### src/sv/tsm_pkg.sv
// Package for the timestamp stream merger: head record, chain candidate,
// cell control bundle, controller states and the event ordering function.
// No dependencies; the top, the cell and the controller import it.
package tsm_pkg;

   // Source index width inside the cell chain; covers up to 16 sources
   localparam int SRC_IDX_W = 4;
   // Width of the source enable mask; only sources 0 to 3 can be enabled
   localparam int ENABLE_W  = 4;
   // Most results that one accepted item may cause during a flush
   localparam logic [1:0] FLUSH_MAX = 2'd3;

   typedef enum logic [0:0] {
      ST_IDLE,
      ST_SCAN
   } tsm_state_type;

   // One pending head event
   typedef struct packed {
      logic signed [63:0] time_stamp;
      logic [1:0]         kind;
      logic [31:0]        sequence_req;
      logic signed [31:0] security;
      logic [63:0]        price_bits;
      logic signed [31:0] quantity;
   } tsm_head_type;

   // Running best head handed from cell to cell
   typedef struct packed {
      logic                 valid;
      logic [SRC_IDX_W-1:0] idx;
      tsm_head_type         head;
   } tsm_cand_type;

   // Controller to cell strobes
   typedef struct packed {
      logic                 accept;
      logic                 func;
      logic [1:0]           src;
      logic                 clear;
      logic [SRC_IDX_W-1:0] clear_idx;
   } tsm_cell_ctl_type;

   // True when head a orders strictly before head b: signed time, kind, sequence
   function automatic logic head_before(tsm_head_type a, tsm_head_type b);
      logic [97:0] key_a;
      logic [97:0] key_b;
      key_a = {~a.time_stamp[63], a.time_stamp[62:0], a.kind, a.sequence_req};
      key_b = {~b.time_stamp[63], b.time_stamp[62:0], b.kind, b.sequence_req};
      return key_a < key_b;
   endfunction

endpackage

### src/sv/tsm_if.sv
// Stream channel interfaces of the timestamp stream merger: the event/end-of-stream
// request channel and the merged result channel. No dependencies.

interface tsm_req_if;
   logic               valid;
   logic               ready;
   logic               func;
   logic [1:0]         source_index;
   logic signed [63:0] time_stamp;
   logic [1:0]         kind;
   logic [31:0]        sequence_req;
   logic signed [31:0] security;
   logic [63:0]        price_bits;
   logic signed [31:0] quantity;

   modport source (
      output valid, func, source_index, time_stamp, kind, sequence_req, security,
             price_bits, quantity,
      input  ready
   );
   modport sink (
      input  valid, func, source_index, time_stamp, kind, sequence_req, security,
             price_bits, quantity,
      output ready
   );
endinterface

interface tsm_rsp_if;
   logic               valid;
   logic               ready;
   logic [1:0]         out_source;
   logic signed [63:0] out_time;
   logic [1:0]         out_kind;
   logic [31:0]        out_sequence;
   logic signed [31:0] out_security;
   logic [63:0]        out_price_bits;
   logic signed [31:0] out_quantity;
   logic               burst_last;

   modport source (
      output valid, out_source, out_time, out_kind, out_sequence, out_security,
             out_price_bits, out_quantity, burst_last,
      input  ready
   );
   modport sink (
      input  valid, out_source, out_time, out_kind, out_sequence, out_security,
             out_price_bits, out_quantity, burst_last,
      output ready
   );
endinterface

### src/sv/timestamp_stream_merger_top.sv
// A request transfer starts a scan: the candidate walks the cell chain, one cell per cycle,
// and the winning head is then loaded into the output register. No new item is taken
// until the controller is idle again, and a full output register that is not read holds
// the emit. A flush may emit up to three results per item, each after its own walk.
// Reset (synchronous, active high): slots empty, no source finished, all four enabled;
// no clearing pass.
module timestamp_stream_merger_top #(
   parameter int SOURCES = 4
) (
   input  logic                         clock,
   input  logic                         reset,
   tsm_req_if.sink                      req_if,
   tsm_rsp_if.source                    rsp_if,
   input  logic                         csr_we,
   input  logic [tsm_pkg::ENABLE_W-1:0] csr_wdata
);
   import tsm_pkg::*;

   tsm_cell_ctl_type   ctl;
   tsm_head_type       head_in;
   tsm_cand_type       cand [SOURCES+1];
   logic [SOURCES-1:0] valid_vec;
   logic [SOURCES-1:0] fin_vec;
   logic [SOURCES-1:0] en_vec;

   // Gather the incoming event payload
   always_comb begin
      head_in.time_stamp   = req_if.time_stamp;
      head_in.kind         = req_if.kind;
      head_in.sequence_req = req_if.sequence_req;
      head_in.security     = req_if.security;
      head_in.price_bits   = req_if.price_bits;
      head_in.quantity     = req_if.quantity;
   end

   // Chain starts with no candidate
   assign cand[0] = '0;

   for (genvar g = 0; g < SOURCES; g++) begin : g_cell
      tsm_cell #(
         .CELL_ID (g)
      ) u_cell (
         .clock     (clock),
         .reset     (reset),
         .en        (en_vec[g]),
         .ctl       (ctl),
         .head_in   (head_in),
         .cand_in   (cand[g]),
         .cand_out  (cand[g+1]),
         .valid_out (valid_vec[g]),
         .fin_out   (fin_vec[g])
      );
   end

   tsm_ctrl #(
      .SOURCES (SOURCES)
   ) u_ctrl (
      .clock     (clock),
      .reset     (reset),
      .req_if    (req_if),
      .rsp_if    (rsp_if),
      .csr_we    (csr_we),
      .csr_wdata (csr_wdata),
      .valid_vec (valid_vec),
      .fin_vec   (fin_vec),
      .tail      (cand[SOURCES]),
      .en_vec    (en_vec),
      .ctl       (ctl)
   );

endmodule

### src/sv/tsm_cell.sv
// One source slot of the merger chain: holds the head event and its valid and
// finished flags, and passes on the better of its head and the incoming candidate.
// Depends on tsm_pkg.
module tsm_cell #(
   parameter int CELL_ID = 0
) (
   input  logic                      clock,
   input  logic                      reset,
   input  logic                      en,
   input  tsm_pkg::tsm_cell_ctl_type ctl,
   input  tsm_pkg::tsm_head_type     head_in,
   input  tsm_pkg::tsm_cand_type     cand_in,
   output tsm_pkg::tsm_cand_type     cand_out,
   output logic                      valid_out,
   output logic                      fin_out
);
   import tsm_pkg::*;

   localparam logic [SRC_IDX_W-1:0] CELL_IDX = SRC_IDX_W'(CELL_ID);

   tsm_head_type head_ff;
   logic         valid_ff;
   logic         fin_ff;
   tsm_cand_type cand_ff;
   tsm_cand_type cand_in_mux;
   logic         match;
   logic         load;
   logic         finish;
   logic         own_first;

   // Decode the transfer addressed to this slot
   assign match  = (CELL_ID < 4) && (ctl.src == 2'(CELL_ID));
   assign load   = ctl.accept && !ctl.func && match && en && !fin_ff && !valid_ff;
   assign finish = ctl.accept && ctl.func && match;

   // Hold the head payload
   always_ff @(posedge clock) begin
      if (load) begin
         head_ff <= head_in;
      end
   end

   // Track slot occupancy and end of stream
   always_ff @(posedge clock) begin
      if (reset) begin
         valid_ff <= 1'b0;
         fin_ff   <= 1'b0;
      end else begin
         if (load) begin
            valid_ff <= 1'b1;
         end else if (ctl.clear && ctl.clear_idx == CELL_IDX) begin
            valid_ff <= 1'b0;
         end
         if (finish) begin
            fin_ff <= 1'b1;
         end
      end
   end

   // Keep the earlier head; an exact tie stays with the lower source upstream
   always_comb begin
      own_first   = valid_ff && (!cand_in.valid || head_before(head_ff, cand_in.head));
      cand_in_mux = cand_in;
      if (own_first) begin
         cand_in_mux.valid = 1'b1;
         cand_in_mux.idx   = CELL_IDX;
         cand_in_mux.head  = head_ff;
      end
   end

   // Advance the candidate one cell per cycle
   always_ff @(posedge clock) begin
      if (reset) begin
         cand_ff.valid <= 1'b0;
      end else begin
         cand_ff.valid <= cand_in_mux.valid;
      end
      cand_ff.idx  <= cand_in_mux.idx;
      cand_ff.head <= cand_in_mux.head;
   end

   assign cand_out  = cand_ff;
   assign valid_out = valid_ff;
   assign fin_out   = fin_ff;

   // A slot is only ever cleared after it was chosen, so it must be full
   a_clear_full: assert property (@(posedge clock) disable iff (reset)
      (ctl.clear && ctl.clear_idx == CELL_IDX) |-> valid_ff)
      else $error("cleared an empty head slot");

   // End of stream is sticky until reset
   a_fin_sticky: assert property (@(posedge clock) disable iff (reset)
      fin_ff |=> fin_ff)
      else $error("finished flag dropped");

endmodule

### src/sv/tsm_ctrl.sv
// Sequencer of the merger: takes request transfers, waits for the cell chain to
// settle, decides emit or flush, clears the winning slot and holds the result.
// Depends on tsm_pkg and the tsm_req_if / tsm_rsp_if interfaces.
module tsm_ctrl #(
   parameter int SOURCES = 4
) (
   input  logic                             clock,
   input  logic                             reset,
   tsm_req_if.sink                          req_if,
   tsm_rsp_if.source                        rsp_if,
   input  logic                             csr_we,
   input  logic [tsm_pkg::ENABLE_W-1:0]     csr_wdata,
   input  logic [SOURCES-1:0]               valid_vec,
   input  logic [SOURCES-1:0]               fin_vec,
   input  tsm_pkg::tsm_cand_type            tail,
   output logic [SOURCES-1:0]               en_vec,
   output tsm_pkg::tsm_cell_ctl_type        ctl
);
   import tsm_pkg::*;

   localparam int CNT_W = $clog2(SOURCES + 1);

   tsm_state_type        state_ff, state_in;
   logic [CNT_W-1:0]     cnt_ff, cnt_in;
   logic [1:0]           emit_cnt_ff, emit_cnt_in;
   logic [ENABLE_W-1:0]  enable_ff;
   logic                 rsp_valid_ff;
   tsm_cand_type         rsp_data_ff;
   logic                 rsp_last_ff;

   logic                 accept;
   logic                 all_done;
   logic                 ready_all;
   logic                 scan_done;
   logic                 may_emit;
   logic                 want;
   logic                 out_free;
   logic                 fire;
   logic                 more;
   logic [SOURCES-1:0]   win_mask;

   assign accept = req_if.valid && req_if.ready;

   // Per-source enable and winner mask; sources 4 and up are never enabled
   always_comb begin
      for (int i = 0; i < SOURCES; i++) begin
         win_mask[i] = (tail.idx == SRC_IDX_W'(i));
         en_vec[i]   = (i < ENABLE_W) ? enable_ff[2'(i)] : 1'b0;
      end
   end

   // Emit decision once the chain tail reflects every slot
   always_comb begin
      all_done  = ~|(en_vec & ~fin_vec);
      ready_all = ~|(en_vec & ~fin_vec & ~valid_vec);
      scan_done = (state_ff == ST_SCAN) && (cnt_ff == CNT_W'(SOURCES));
      may_emit  = all_done ? (emit_cnt_ff != FLUSH_MAX)
                           : (ready_all && emit_cnt_ff == 2'd0);
      want      = scan_done && may_emit && tail.valid;
      out_free  = !rsp_valid_ff || rsp_if.ready;
      fire      = want && out_free;
      more      = all_done && (emit_cnt_ff < FLUSH_MAX - 2'd1) && |(valid_vec & ~win_mask);
   end

   // Next state
   always_comb begin
      state_in    = state_ff;
      cnt_in      = cnt_ff;
      emit_cnt_in = emit_cnt_ff;
      case (state_ff)
         ST_IDLE: begin
            if (accept) begin
               state_in    = ST_SCAN;
               cnt_in      = '0;
               emit_cnt_in = 2'd0;
            end
         end
         ST_SCAN: begin
            if (!scan_done) begin
               cnt_in = cnt_ff + CNT_W'(1);
            end else if (want) begin
               if (fire) begin
                  if (more) begin
                     cnt_in      = '0;
                     emit_cnt_in = emit_cnt_ff + 2'd1;
                  end else begin
                     state_in = ST_IDLE;
                  end
               end
            end else begin
               state_in = ST_IDLE;
            end
         end
         default: begin
            state_in = ST_IDLE;
         end
      endcase
   end

   // Outputs to the cells and the request channel; refuse transfers during reset
   always_comb begin
      req_if.ready  = (state_ff == ST_IDLE) && !reset;
      ctl.accept    = accept;
      ctl.func      = req_if.func;
      ctl.src       = req_if.source_index;
      ctl.clear     = fire;
      ctl.clear_idx = tail.idx;
   end

   // Control registers
   always_ff @(posedge clock) begin
      if (reset) begin
         state_ff    <= ST_IDLE;
         cnt_ff      <= '0;
         emit_cnt_ff <= 2'd0;
         enable_ff   <= '1;
      end else begin
         state_ff    <= state_in;
         cnt_ff      <= cnt_in;
         emit_cnt_ff <= emit_cnt_in;
         if (csr_we) begin
            enable_ff <= csr_wdata;
         end
      end
   end

   // Result register: load on emit, drop once the transfer completes
   always_ff @(posedge clock) begin
      if (reset) begin
         rsp_valid_ff <= 1'b0;
      end else if (fire) begin
         rsp_valid_ff <= 1'b1;
      end else if (rsp_if.ready) begin
         rsp_valid_ff <= 1'b0;
      end
   end

   always_ff @(posedge clock) begin
      if (fire) begin
         rsp_data_ff <= tail;
         rsp_last_ff <= !more;
      end
   end

   assign rsp_if.valid          = rsp_valid_ff;
   assign rsp_if.out_source     = rsp_data_ff.idx[1:0];
   assign rsp_if.out_time       = rsp_data_ff.head.time_stamp;
   assign rsp_if.out_kind       = rsp_data_ff.head.kind;
   assign rsp_if.out_sequence   = rsp_data_ff.head.sequence_req;
   assign rsp_if.out_security   = rsp_data_ff.head.security;
   assign rsp_if.out_price_bits = rsp_data_ff.head.price_bits;
   assign rsp_if.out_quantity   = rsp_data_ff.head.quantity;
   assign rsp_if.burst_last     = rsp_last_ff;

   // After a full pass the tail holds a head exactly when some slot is full
   a_tail_any: assert property (@(posedge clock) disable iff (reset)
      scan_done |-> (tail.valid == (|valid_vec)))
      else $error("chain tail disagrees with slot occupancy");

   // An emit shows up in the result register with the winning source
   a_emit_lands: assert property (@(posedge clock) disable iff (reset)
      fire |=> (rsp_if.valid && rsp_if.out_source == $past(tail.idx[1:0])))
      else $error("emitted head missing from result register");

   // Only a flush may emit more than once per item
   a_single_emit: assert property (@(posedge clock) disable iff (reset)
      (fire && !all_done) |-> (emit_cnt_ff == 2'd0))
      else $error("second emit outside a flush");

endmodule
### src/flat_wrapper.sv
// flat-port wrapper written by rule: the top's interface ports become plain ports
module timestamp_stream_merger_top_flat import tsm_pkg::*;
#(
   parameter int SOURCES = 4
)
  (clock, reset, csr_we, csr_wdata, req_if_valid, req_if_func, req_if_source_index, req_if_time_stamp, req_if_kind, req_if_sequence_req, req_if_security, req_if_price_bits, req_if_quantity, req_if_ready, rsp_if_valid, rsp_if_out_source, rsp_if_out_time, rsp_if_out_kind, rsp_if_out_sequence, rsp_if_out_security, rsp_if_out_price_bits, rsp_if_out_quantity, rsp_if_burst_last, rsp_if_ready);
  tsm_req_if req_if_i ();
  tsm_rsp_if rsp_if_i ();
  input  logic clock;
  input  logic reset;
  input  logic csr_we;
  input  logic [tsm_pkg::ENABLE_W-1:0] csr_wdata;
  input wire logic [$bits(req_if_i.valid)-1:0] req_if_valid;
  input wire logic [$bits(req_if_i.func)-1:0] req_if_func;
  input wire logic [$bits(req_if_i.source_index)-1:0] req_if_source_index;
  input wire logic [$bits(req_if_i.time_stamp)-1:0] req_if_time_stamp;
  input wire logic [$bits(req_if_i.kind)-1:0] req_if_kind;
  input wire logic [$bits(req_if_i.sequence_req)-1:0] req_if_sequence_req;
  input wire logic [$bits(req_if_i.security)-1:0] req_if_security;
  input wire logic [$bits(req_if_i.price_bits)-1:0] req_if_price_bits;
  input wire logic [$bits(req_if_i.quantity)-1:0] req_if_quantity;
  output wire logic [$bits(req_if_i.ready)-1:0] req_if_ready;
  output wire logic [$bits(rsp_if_i.valid)-1:0] rsp_if_valid;
  output wire logic [$bits(rsp_if_i.out_source)-1:0] rsp_if_out_source;
  output wire logic [$bits(rsp_if_i.out_time)-1:0] rsp_if_out_time;
  output wire logic [$bits(rsp_if_i.out_kind)-1:0] rsp_if_out_kind;
  output wire logic [$bits(rsp_if_i.out_sequence)-1:0] rsp_if_out_sequence;
  output wire logic [$bits(rsp_if_i.out_security)-1:0] rsp_if_out_security;
  output wire logic [$bits(rsp_if_i.out_price_bits)-1:0] rsp_if_out_price_bits;
  output wire logic [$bits(rsp_if_i.out_quantity)-1:0] rsp_if_out_quantity;
  output wire logic [$bits(rsp_if_i.burst_last)-1:0] rsp_if_burst_last;
  input wire logic [$bits(rsp_if_i.ready)-1:0] rsp_if_ready;
  assign req_if_i.valid = req_if_valid;
  assign req_if_i.func = req_if_func;
  assign req_if_i.source_index = req_if_source_index;
  assign req_if_i.time_stamp = req_if_time_stamp;
  assign req_if_i.kind = req_if_kind;
  assign req_if_i.sequence_req = req_if_sequence_req;
  assign req_if_i.security = req_if_security;
  assign req_if_i.price_bits = req_if_price_bits;
  assign req_if_i.quantity = req_if_quantity;
  assign req_if_ready = req_if_i.ready;
  assign rsp_if_valid = rsp_if_i.valid;
  assign rsp_if_out_source = rsp_if_i.out_source;
  assign rsp_if_out_time = rsp_if_i.out_time;
  assign rsp_if_out_kind = rsp_if_i.out_kind;
  assign rsp_if_out_sequence = rsp_if_i.out_sequence;
  assign rsp_if_out_security = rsp_if_i.out_security;
  assign rsp_if_out_price_bits = rsp_if_i.out_price_bits;
  assign rsp_if_out_quantity = rsp_if_i.out_quantity;
  assign rsp_if_burst_last = rsp_if_i.burst_last;
  assign rsp_if_i.ready = rsp_if_ready;
  timestamp_stream_merger_top #(.SOURCES(SOURCES)) u_core (.clock(clock), .reset(reset), .req_if(req_if_i), .rsp_if(rsp_if_i), .csr_we(csr_we), .csr_wdata(csr_wdata));
endmodule
### config.mk
export PLATFORM = sky130hd
export DESIGN_NAME = timestamp_stream_merger_top_flat
export DESIGN_NICKNAME = d
export VERILOG_FILES = /design/src/sv/tsm_pkg.sv /design/src/sv/tsm_if.sv /design/src/sv/timestamp_stream_merger_top.sv /design/src/sv/tsm_cell.sv /design/src/sv/tsm_ctrl.sv /design/src/flat_wrapper.sv
export SDC_FILE = /design/constraint.sdc
export NUM_CORES = 1
export LEC_CHECK = 0
export ABC_AREA = 1
export ABC_CLOCK_PERIOD_IN_PS = 24400
export BUFFER_PORTS_ARGS = -buffer_cell sky130_fd_sc_hd__buf_2
export CORE_AREA = 8 8 528 374
export CTS_BUF_LIST = sky130_fd_sc_hd__clkbuf_8
export CTS_CLUSTER_SIZE = 10
export DETAILED_ROUTE_END_ITERATION = 10
export DIE_AREA = 0 0 536 382
export MAX_ROUTING_LAYER = met4
export PLACE_DENSITY_LB_ADDON = 0.12
export SETUP_SLACK_MARGIN = 0.15
export SYNTH_ARGS = -nofsm -noshare
export SYNTH_HDL_FRONTEND = slang
export SYNTH_SLANG_ARGS = --single-unit
### constraint.sdc
create_clock -name clock -period 24.4 [get_ports clock]
set_input_delay 0 -clock clock [delete_from_list [all_inputs] [get_ports clock]]
set_output_delay 0 -clock clock [all_outputs]
set_load 0.005 [all_outputs]
# Word-level counts from Yosys, hierarchy flattened
# Cells that the tools add are included.
# word_totals
output_inout_bits,231
input_bits,238
reg_bits,1620
elab_cells,169
# op_classes
n_mux,27
n_lt_le_gt_ge,2
eq_ne,16
n_reduce_logical,50
bitwise,9
n_addsub,2
# op_table
operator,n
231-bit two-way mux,2
98-bit < comparator,1
1-bit logical AND,26
3-bit two-way mux,5
1-bit two-way mux,12
4-bit OR reduction,3
1-bit zero test,11
2-bit two-way mux,5
"3-bit by 2-bit inequality test with 1-bit output, second input constant",3
4-bit AND,2
"4-bit by 2-bit equality test with 1-bit output, second input constant",2
"2-bit by 1-bit inequality test with 1-bit output, second input constant",4
4-bit inverter,2
3-bit case mux with 2 select lines,1
2-bit nonzero test,3
5-bit AND reduction,1
2-bit by 4-bit AND with 4-bit output,1
"2-bit equality test, second input constant",2
"4-bit by 1-bit equality test with 1-bit output, second input constant",1
2-bit zero test,2
4-bit zero test,1
"2-bit inequality test, second input constant",2
2-bit inverter with 4-bit output,1
2-bit case mux with 2 select lines,1
9 further kinds,12

# Longest topological paths before layout
# Gate-level depths: netlist of the first run.
# logic_depth
word_depth,14
depth_mapped,21
ltp_nobuf,18

# Modules after synthesis
# Synthesis of the first run repeated with hierarchy kept, for this count alone.
# hier_totals
hier_cells,7048
area_unflattened_um2,77829.6
# by_module_without_submodules
mod,seq_area_each_um2,cells_per_inst,area_each_um2,n_inst
tsm_cell at u_core.g_cell[3].u_cell,11451.0,1681,17893.4,1
tsm_cell at u_core.g_cell[0].u_cell,11451.0,1678,17458.0,1
tsm_cell at u_core.g_cell[2].u_cell,11451.0,1684,17443.0,1
tsm_cell at u_core.g_cell[1].u_cell,11451.0,1663,17401.7,1
tsm_ctrl,7056.8,341,7629.8,1
timestamp_stream_merger_top,0.0,1,3.8,1

# Least setup slack after synthesis of the first run
# OpenSTA, ideal clock, no wires.
# synth_path
path_kind,flip-flop to flip-flop
from,reg u_core.u_ctrl.state_ff
to,reg u_core.g_cell[1].u_cell.head_ff[0] (netlist bit) (enable)
synth_period_minus_slack_ps,23381
t_arrival_ps,21986
path_buffers,0
stages_incl_launch_ff,6
slack_ps,1019
cell_sequence,dfxtp_1 > nor2_1 > nand2_1 > nor2_1 > inv_1 > nor4_1
# synth_between
elab_chain_len,8
# synth_lines
element,line_no,rtl
start: declaration,tsm_ctrl.sv:23,"tsm_state_type state_ff, state_in;"
start signal: assignment,tsm_ctrl.sv:118,state_ff <= state_in;
1-bit inverter,-,
1-bit logical AND,tsm_ctrl.sv:102,req_if.ready = (state_ff == ST_IDLE) && !reset;
via req_if_ready,flat_wrapper.sv:22,output wire logic [$bits(req_if_i.ready)-1:0] req_if_ready;
1-bit logical AND,tsm_ctrl.sv:42,assign accept = req_if.valid && req_if.ready;
1-bit logical AND (5 in series),tsm_cell.sv:33,assign load = ctl.accept && !ctl.func && match && en && !fin_ff && !valid_ff;
via u_core.g_cell[1].u_cell.load,tsm_cell.sv:27,logic load;
end signal: assignment,tsm_cell.sv:39,head_ff <= head_in;
end: declaration,tsm_cell.sv:21,tsm_head_type head_ff;
# The timed path passes the listed nets, and every way through them passes these cells.
# A chain may end at the register's enable or synchronous reset.

==> results_dict.tcl, run 1 <==
set metrics [dict create \
    hold_path_startpoint "u_core.g_cell[1].u_cell.cand_out[105]$_DFF_P_" \
    drive_gt1_share_pct 17.9 \
    setup_violations 0 \
    areaGrowthSynthToFinish_pct 32.2 \
    synthCells 3359 \
    yosys.area.top_type "edfxtp_1" \
    ys_ff_latch 1604 \
    hold_viol_final 0 \
    die_h_um 382 \
    grt_first_pass_wirelength_um 173000 \
    cp.arrival_ns 5.41 \
    synth-edff-count 680 \
    synthAdderAreaFrac_pct 2.69 \
    finish.instance_area_mm2 0.0621 \
    synthFlopType "dfxtp_1" \
    synth.avg_cell_area_um2 14.0 \
    antenna_found_initial 17 \
    netlist_area_mm2 0.0470 \
    worst_slew_pin_slew_ns 1.48 \
    ir_drop_mv 0.0370 \
    gp_congestion 0.699 \
    grt_pass1_vias 27100 \
    ys_types 27 \
    synthXorXnorAreaFrac_pct 0 \
    synth_compound_area_share_pct 0.990 \
    portBuffers 465 \
    post_cts_buffers 0 \
    start_kind "flop" \
    pre_cts_slack_ns 19.72 \
    nFillCells 19000 \
    synthMuxAreaShare_pct 0 \
    cts_tree "done" \
    cap_viol_max_count 0 \
    critical_path_class "flop to flop" \
    route.detailed.drc 0 \
    die_w_um 536 \
    clkLatencyLatePin_ns 0.87 \
    hold_class "flop to flop" \
    final_antenna_net_count 0 \
    cts_root_buffer "clkbuf_8" \
    die_area_mm2 0.205 \
    dpl.hpwl_um 67200 \
    cts_buffers 272 \
    end_kind "flop" \
    yosys.area.top_type_share_pct 43.4 \
    layout_setup_ws_ns 19.76 \
    grt_usage_pct 11.4 \
    num_rows 134 \
    cp.required_ns 25.18 \
    wire_per_inst_um 16.1 \
    period_minus_slack_ns 4.64 \
    ys_async_sr_fraction_pct 0 \
    status "finished clean" \
    drt_iter0_drc 1200 \
    fin_setup_tns_ns 0 \
    finish.utilization_pct 32.8 \
    dr.pass1.iters 5 \
    rsz0062_at_grt "no" \
    slew_viol_final 0 \
    pwr_density_cell_mw_per_mm2 84.3 \
    p_leak_nw 26.5 \
    grt_max_degree 143 \
    critPathMaxFanout 132 \
    ctsHtreeMaxLevel 5 \
    clock_skew_ns 0.0584 \
    ys_seq_area_share_pct 82.8 \
    core_area_mm2 0.189 \
    period_share_pct 19.0 \
    maxSlewHeadroom_pct 1.42 \
    routed_wl_um 116000 \
    initial_core_util_pct 24.8 \
    clock_sinks 1604 \
    mostFrequentLayoutCell "dfxtp_1" \
    fin_total_pwr_w 0.00524 \
    cts_resized 0 \
    crit_start "u_core.g_cell[1].u_cell.head_ff[160]$_DFFE_PP_" \
    cts.clk_slew.worst_paths_ns 0.06 \
    yosys.area_share.simple_pct 9.45 \
    num_io_pins 469 \
    layout.nets 4830 \
    routed_via_density 3.63 \
    mostFrequentLayoutCells "dfxtp_1, nand2_1, edfxtp_1" \
    synth_warnings 0 \
    r2r-start "u_core.g_cell[1].u_cell.head_ff[160]$_DFFE_PP_" \
    syn-num-nets 3698 \
    synth_top_family_by_area "simple AND/OR/NAND/NOR gates" \
    vias 26300 \
    max_freq_mhz 216 \
    placed_cell_area_mm2 0.0522 \
    clock_path_buffers 4 \
    gr-total-overflow 0 \
    synth_area_leaders "edfxtp_1, dfxtp_1, nand2_1" \
]
-- area by class of cell --
| cell class | instances | area, µm² | share of cell area (%) |
|---|---|---|---|
| timing repair buffer | 962 | 7300 | 11.8 |
| antenna | 11 | 27.5 | 0.0443 |
| multi-input combinational | 1278 | 6200 | 9.98 |
| sequential | 1604 | 38900 | 62.6 |
| inverter | 373 | 1410 | 2.27 |
| clock inverter | 181 | 896 | 1.44 |
| clock buffer | 307 | 4230 | 6.80 |
| tap | 2516 | 3150 | 5.07 |
-- routing by layer --
layer | wire length [µm] | vias to the layer above | GRT usage, %
met4 | 3730 | 0 | 4.06
li1 | - | 13300 | -
met2 | 54400 | 529 | 18.2
met5 | 0 | - | -
met3 | 5680 | 268 | 2.93
met1 | 52500 | 12200 | 14.0
-- registers in the layout, summed over array words and instances, names as in the netlist --
name / cells
u_core.g_cell.u_cell.cand_out: 911
u_core.u_ctrl.enable_ff: 2
u_core.g_cell.u_cell.head_ff: 452
u_core.u_ctrl.rsp_if.out_source: 1
u_core.u_ctrl.state_ff: 1
u_core.u_ctrl.rsp_if.out_price_bits: 64
u_core.u_ctrl.rsp_if.out_quantity: 32
u_core.u_ctrl.rsp_if.out_kind: 2
u_core.u_ctrl.rsp_if.out_time: 64
u_core.u_ctrl.rsp_if.valid: 1
u_core.g_cell.u_cell.fin_out: 2
u_core.u_ctrl.emit_cnt_ff: 2
u_core.u_ctrl.rsp_if.out_security: 32
u_core.u_ctrl.rsp_if.burst_last: 1
u_core.u_ctrl.rsp_if.out_sequence: 32
u_core.g_cell.u_cell.valid_out: 2
u_core.u_ctrl.cnt_ff: 3
-- where the power goes --
part	leakage, nW	switching, W	total (W)	internal (W)
Sequential	13.7	0.0000124	0.00285	0.00283
Clock	3.06	0.00107	0.00226	0.00119
Combinational	9.74	0.0000563	0.000132	0.0000754
-- stage by stage --
stage | hold WS [ns] | cells
2_1_floorplan | 0.0989 | 3359
3_3_place_gp | 0.190 | 6256
3_5_place_dp | 0.192 | 6256
4_1_cts | 0.235 | 7221
5_1_grt | 0.281 | 7231
6_report | 0.303 | 7232
-- critical path: stages (launching register included) --
cell and delay, ns:
edfxtp_1 0.42, ha_1 0.30, nand2_1 0.07, nor2_1 0.33, nand2_1 0.16, nor4_1 0.27
nand2_1 0.10, nand2_1 0.30, nand2_1 0.09, nand3_1 0.17, nand2_4 0.41, nand2_4 0.65
buf_12 0.45, nand2_1 0.11, nand2_1 0.13
-- cells in the mapped netlist, drive strengths merged, types with 2 or more instances --
cell / count
o21bai: 2
nand4: 8
clkbuf: 55
a21o: 3
nand2: 794
nor3: 4
dfxtp: 924
ha: 101
nor2: 39
edfxtp: 680
o21a: 5
o21ai: 18
nor4: 4
buf: 49
a21oi: 56
nand3: 239
inv: 373
-- kinds of logic (layout without fill, tap and decap cells) --
| kind of cell | Yosys count | count (layout) |
|---|---|---|
| flops | 1604 | 1604 |
| compound gates | 87 | 87 |
| simple gates | 1089 | 1089 |
| buf+inv | 477 | 1823 |
| other cells | 1 | 12 |
| fa+ha+maj | 101 | 101 |
-- what timing repair did --
item,in CTS,in global routing
hold endpoints to repair,712,0
hold buffers,477,0
setup endpoints to repair,0,0
-- final timing paths --
| check | to | slack [ns] | cells past startpoint |
|---|---|---|---|
| setup / recovery | u_core.g_cell[1].u_cell.cand_out[148]$_DFF_P_ | 19.76 | 14 |
| hold / removal | u_core.g_cell[2].u_cell.cand_out[105]$_DFF_P_ | 0.30 | 0 |
| setup reg to reg | u_core.g_cell[1].u_cell.cand_out[148]$_DFF_P_ | 19.76 | 14 |
| hold reg to reg | u_core.g_cell[2].u_cell.cand_out[105]$_DFF_P_ | 0.30 | 0 |
(Power assumes the default switching activity.)
==> inputs of run 2 (changes only) <==
--- a/config.mk
+++ b/config.mk
@@ -5,14 +5,14 @@
 export SDC_FILE = /design/constraint.sdc
 export NUM_CORES = 1
 export LEC_CHECK = 0
-export ABC_AREA = 1
-export ABC_CLOCK_PERIOD_IN_PS = 24400
+export ABC_AREA = 0
+export ABC_CLOCK_PERIOD_IN_PS = 4000
 export BUFFER_PORTS_ARGS = -buffer_cell sky130_fd_sc_hd__buf_2
-export CORE_AREA = 8 8 528 374
+export CORE_AREA = 8 8 560 397
 export CTS_BUF_LIST = sky130_fd_sc_hd__clkbuf_8
 export CTS_CLUSTER_SIZE = 10
 export DETAILED_ROUTE_END_ITERATION = 10
-export DIE_AREA = 0 0 536 382
+export DIE_AREA = 0 0 568 405
 export MAX_ROUTING_LAYER = met4
 export PLACE_DENSITY_LB_ADDON = 0.12
 export SETUP_SLACK_MARGIN = 0.15
==> constraint.sdc (replaced) <==
create_clock -name clock -period 4 [get_ports clock]
set_input_delay 0 -clock clock [delete_from_list [all_inputs] [get_ports clock]]
set_output_delay 0 -clock clock [all_outputs]
set_load 0.005 [all_outputs]
==> results_dict.tcl, run 2 <==
set metrics [dict create \
    synthMuxAreaShare_pct 0.0402 \
    grt_use_met3_pct 2.67 \
    ir_drop_mv 0.219 \
    worst_path_max_delay_cell "or4_1" \
    ctsHtreeMaxLevel 5 \
    drt_iter0_drc 2260 \
    critPathMostFrequentCell "buf_12" \
    cpPeakStageDelay_ns 0.73 \
    yosys.area.top_type_share_pct 38.6 \
    crit_chain "ha_1 -> nand4_1 -> or4_1 -> nor2_1 -> buf_4 -> o31a_1 -> or2_4 -> buf_12 -> buf_12 -> a31oi_1 -> o211ai_1" \
    portBuffers 465 \
    period_share_pct 91.3 \
    p_leak_nw 25.6 \
    gr-total-overflow 0 \
    max_freq_mhz 274 \
    clock_skew_ns 0.0647 \
    ys_async_sr_fraction_pct 0 \
    grt_usage_pct 14.2 \
    grt_pass1_vias 36100 \
    synth_most_common_cell "dfxtp_1" \
    antenna_found_initial 25 \
    end_kind "flop" \
    synth_warnings 0 \
    critPathMaxFanout 37 \
    vias 35500 \
    cts.clk_slew.worst_paths_ns 0.06 \
    gr-max-usage-layer "met2" \
    layout.nets 5449 \
    cp_top_family "simple AND/OR/NAND/NOR gates" \
    areaGrowthSynthToFinish_pct 31.8 \
    ys_ff_latch 1604 \
    ys_seq_area_share_pct 73.5 \
    rsz0062_at_grt "no" \
    synth-edff-count 680 \
    largest_reg_flops 911 \
    die_area_mm2 0.230 \
    syn-num-nets 4374 \
    synthCells 4035 \
    gp_congestion 0.728 \
    cap_viol_max_count 0 \
    mostFrequentLayoutCells "dfxtp_1, edfxtp_1, dlygate4sd3_1" \
    synth_common_cells "dfxtp_1, edfxtp_1, nand2_1" \
    drive_gt1_share_pct 19.9 \
    wire_per_inst_um 20.2 \
    synthFlopType "dfxtp_1" \
    final_antenna_net_count 0 \
    grt_first_pass_wirelength_um 242000 \
    hold_viol_final 0 \
    route.detailed.drc 0 \
    netlist_area_mm2 0.0529 \
    slew_viol_final 0 \
    num_io_pins 469 \
    status "finished clean" \
    cp.arrival_ns 4.42 \
    finish.utilization_pct 32.8 \
    initial_core_util_pct 24.9 \
    clock_path_buffers 4 \
    clkLatencyLatePin_ns 0.88 \
    fin_total_pwr_w 0.0330 \
    num_rows 142 \
    grt_use_met2_pct 22.3 \
    setup_violations 0 \
    critical_path_class "flop to flop" \
    cts_buffers 277 \
    grt_max_degree 112 \
    synthAdderAreaFrac_pct 2.39 \
    worst_slew_pin_slew_ns 1.02 \
    routed_wl_um 165000 \
    start_kind "flop" \
    dr.pass1.iters 7 \
    synth_area_leaders "edfxtp_1, dfxtp_1, o211ai_1" \
    ys_types 53 \
    cts_tree "done" \
    core_area_mm2 0.213 \
    die_h_um 405 \
    place.detailed.instances 7162 \
    yosys.area.top_type "edfxtp_1" \
    period_minus_slack_ns 3.65 \
    pwr_density_cell_mw_per_mm2 473 \
    yosys.area_share.simple_pct 11.1 \
    synthXorXnorAreaFrac_pct 0.0165 \
    dpl.hpwl_um 101000 \
    cp.required_ns 4.77 \
    clock_sinks 1604 \
    synth.avg_cell_area_um2 13.1 \
    hold_class "input port to flop" \
    stdcell_count 8155 \
    mostFrequentLayoutCell "dfxtp_1" \
    maxSlewHeadroom_pct 32.2 \
    crit_buf_inv 3 \
    die_w_um 568 \
    synth_top_family_by_area "simple AND/OR/NAND/NOR gates" \
    cts_root_buffer "clkbuf_8" \
    met1_usage_pct 18.4 \
    routed_via_density 4.35 \
    synth_compound_area_share_pct 9.92 \
]
run 2: cell types whose count changed after synthesis, sizes merged, moves of 14 or more:
cell / change
nand2: -409
and2: +227
nor2: -15
o31ai: +96
inv: -263
a31oi: +228
clkbuf: +170
nand4: +109
o211ai: +225
o21ai: +129
or3: +133
buf: +14
run 2: worst reg2reg max path, delay by kind of cell, from the launching register on:
kind | cells | cell delay [ns]
adder cells (fa/ha/maj) | 1 | 0.34
AO/OA/AOI/OAI | 3 | 0.52
flip-flops | 1 | 0.43
AND/OR/NAND/NOR | 4 | 1.46
buffers and inverters | 3 | 0.80
run 2: path summary, 6_finish.rpt:
path              slack, ns  cells after the start                                             to                                      startpoint
hold reg to reg        0.29                      0  u_core.g_cell[3].u_cell.cand_out[135]$_DFF_P_   u_core.g_cell[2].u_cell.cand_out[135]$_DFF_P_
setup reg to reg       0.35                     11  u_core.g_cell[1].u_cell.cand_out[144]$_DFF_P_  u_core.g_cell[1].u_cell.head_ff[215]$_DFFE_PP_
hold / removal         0.15                      4           u_core.u_ctrl.cnt_ff[0]$_SDFFE_PP0P_                                           reset
setup / recovery       0.35                     11  u_core.g_cell[1].u_cell.cand_out[144]$_DFF_P_  u_core.g_cell[1].u_cell.head_ff[215]$_DFFE_PP_
run 2: per-layer routing:
metal	vias to the layer above	part of all wire, %
met4	0	3.0
met2	922	46
met5	-	0
met3	350	4.6
met1	17200	46
li1	17000	-
run 2: kinds of logic (layout without fill, tap and decap cells):
group	after synthesis	in the layout
DFF	1604	1604
and+or+nand+nor	1151	1151
AOI/OAI and AO/OA	777	777
buffers and inverters	398	1695
adders and majority gates	101	101
muxes	2	2
other	1	16
xor gates and xnor gates	1	1
run 2: area by class of cell:
| cell class | count | area (µm²) |
|---|---|---|
| Sequential cell | 1604 | 38900 |
| Multi-Input combinational cell | 2033 | 12600 |
| Clock inverter | 162 | 870 |
| Clock buffer | 339 | 4670 |
| Tap cell | 2808 | 3510 |
| Antenna cell | 15 | 37.5 |
| Timing Repair Buffer | 1084 | 8810 |
| Inverter | 110 | 417 |
| Fill cell | 21200 | 143000 |
run 2: timing repair:
item                       4_1_cts  5_1_grt
setup endpoints to repair       70       12
hold buffers                   474        0
resized for setup                0        2
hold endpoints to repair       600        0
buffers inserted                 3        0
cloned                           0        0
pin swaps                        1        0
run 2: power breakdown:
group          switching [W]  leakage (nW)  internal (W)
Clock                0.00684          3.21       0.00798
Sequential         0.0000785          14.1        0.0173
Combinational       0.000391          8.30      0.000499
Total                0.00731          25.6        0.0257
run 2: per-stage QoR:
stage / worst slack (ns) / cell area [µm²] / setup TNS (ns) / hold WS (ns)
global route: 0.185 / 69800 / 0 / 0.0852
global placement: 0.210 / 59400 / 0 / 0.191
finish: 0.349 / 69800 / 0 / 0.150
detailed placement: 0.137 / 59400 / 0 / 0.192
CTS: 0.357 / 69700 / 0 / 0.0281
floorplan: -0.693 / 53000 / -168.72 / 0.0341
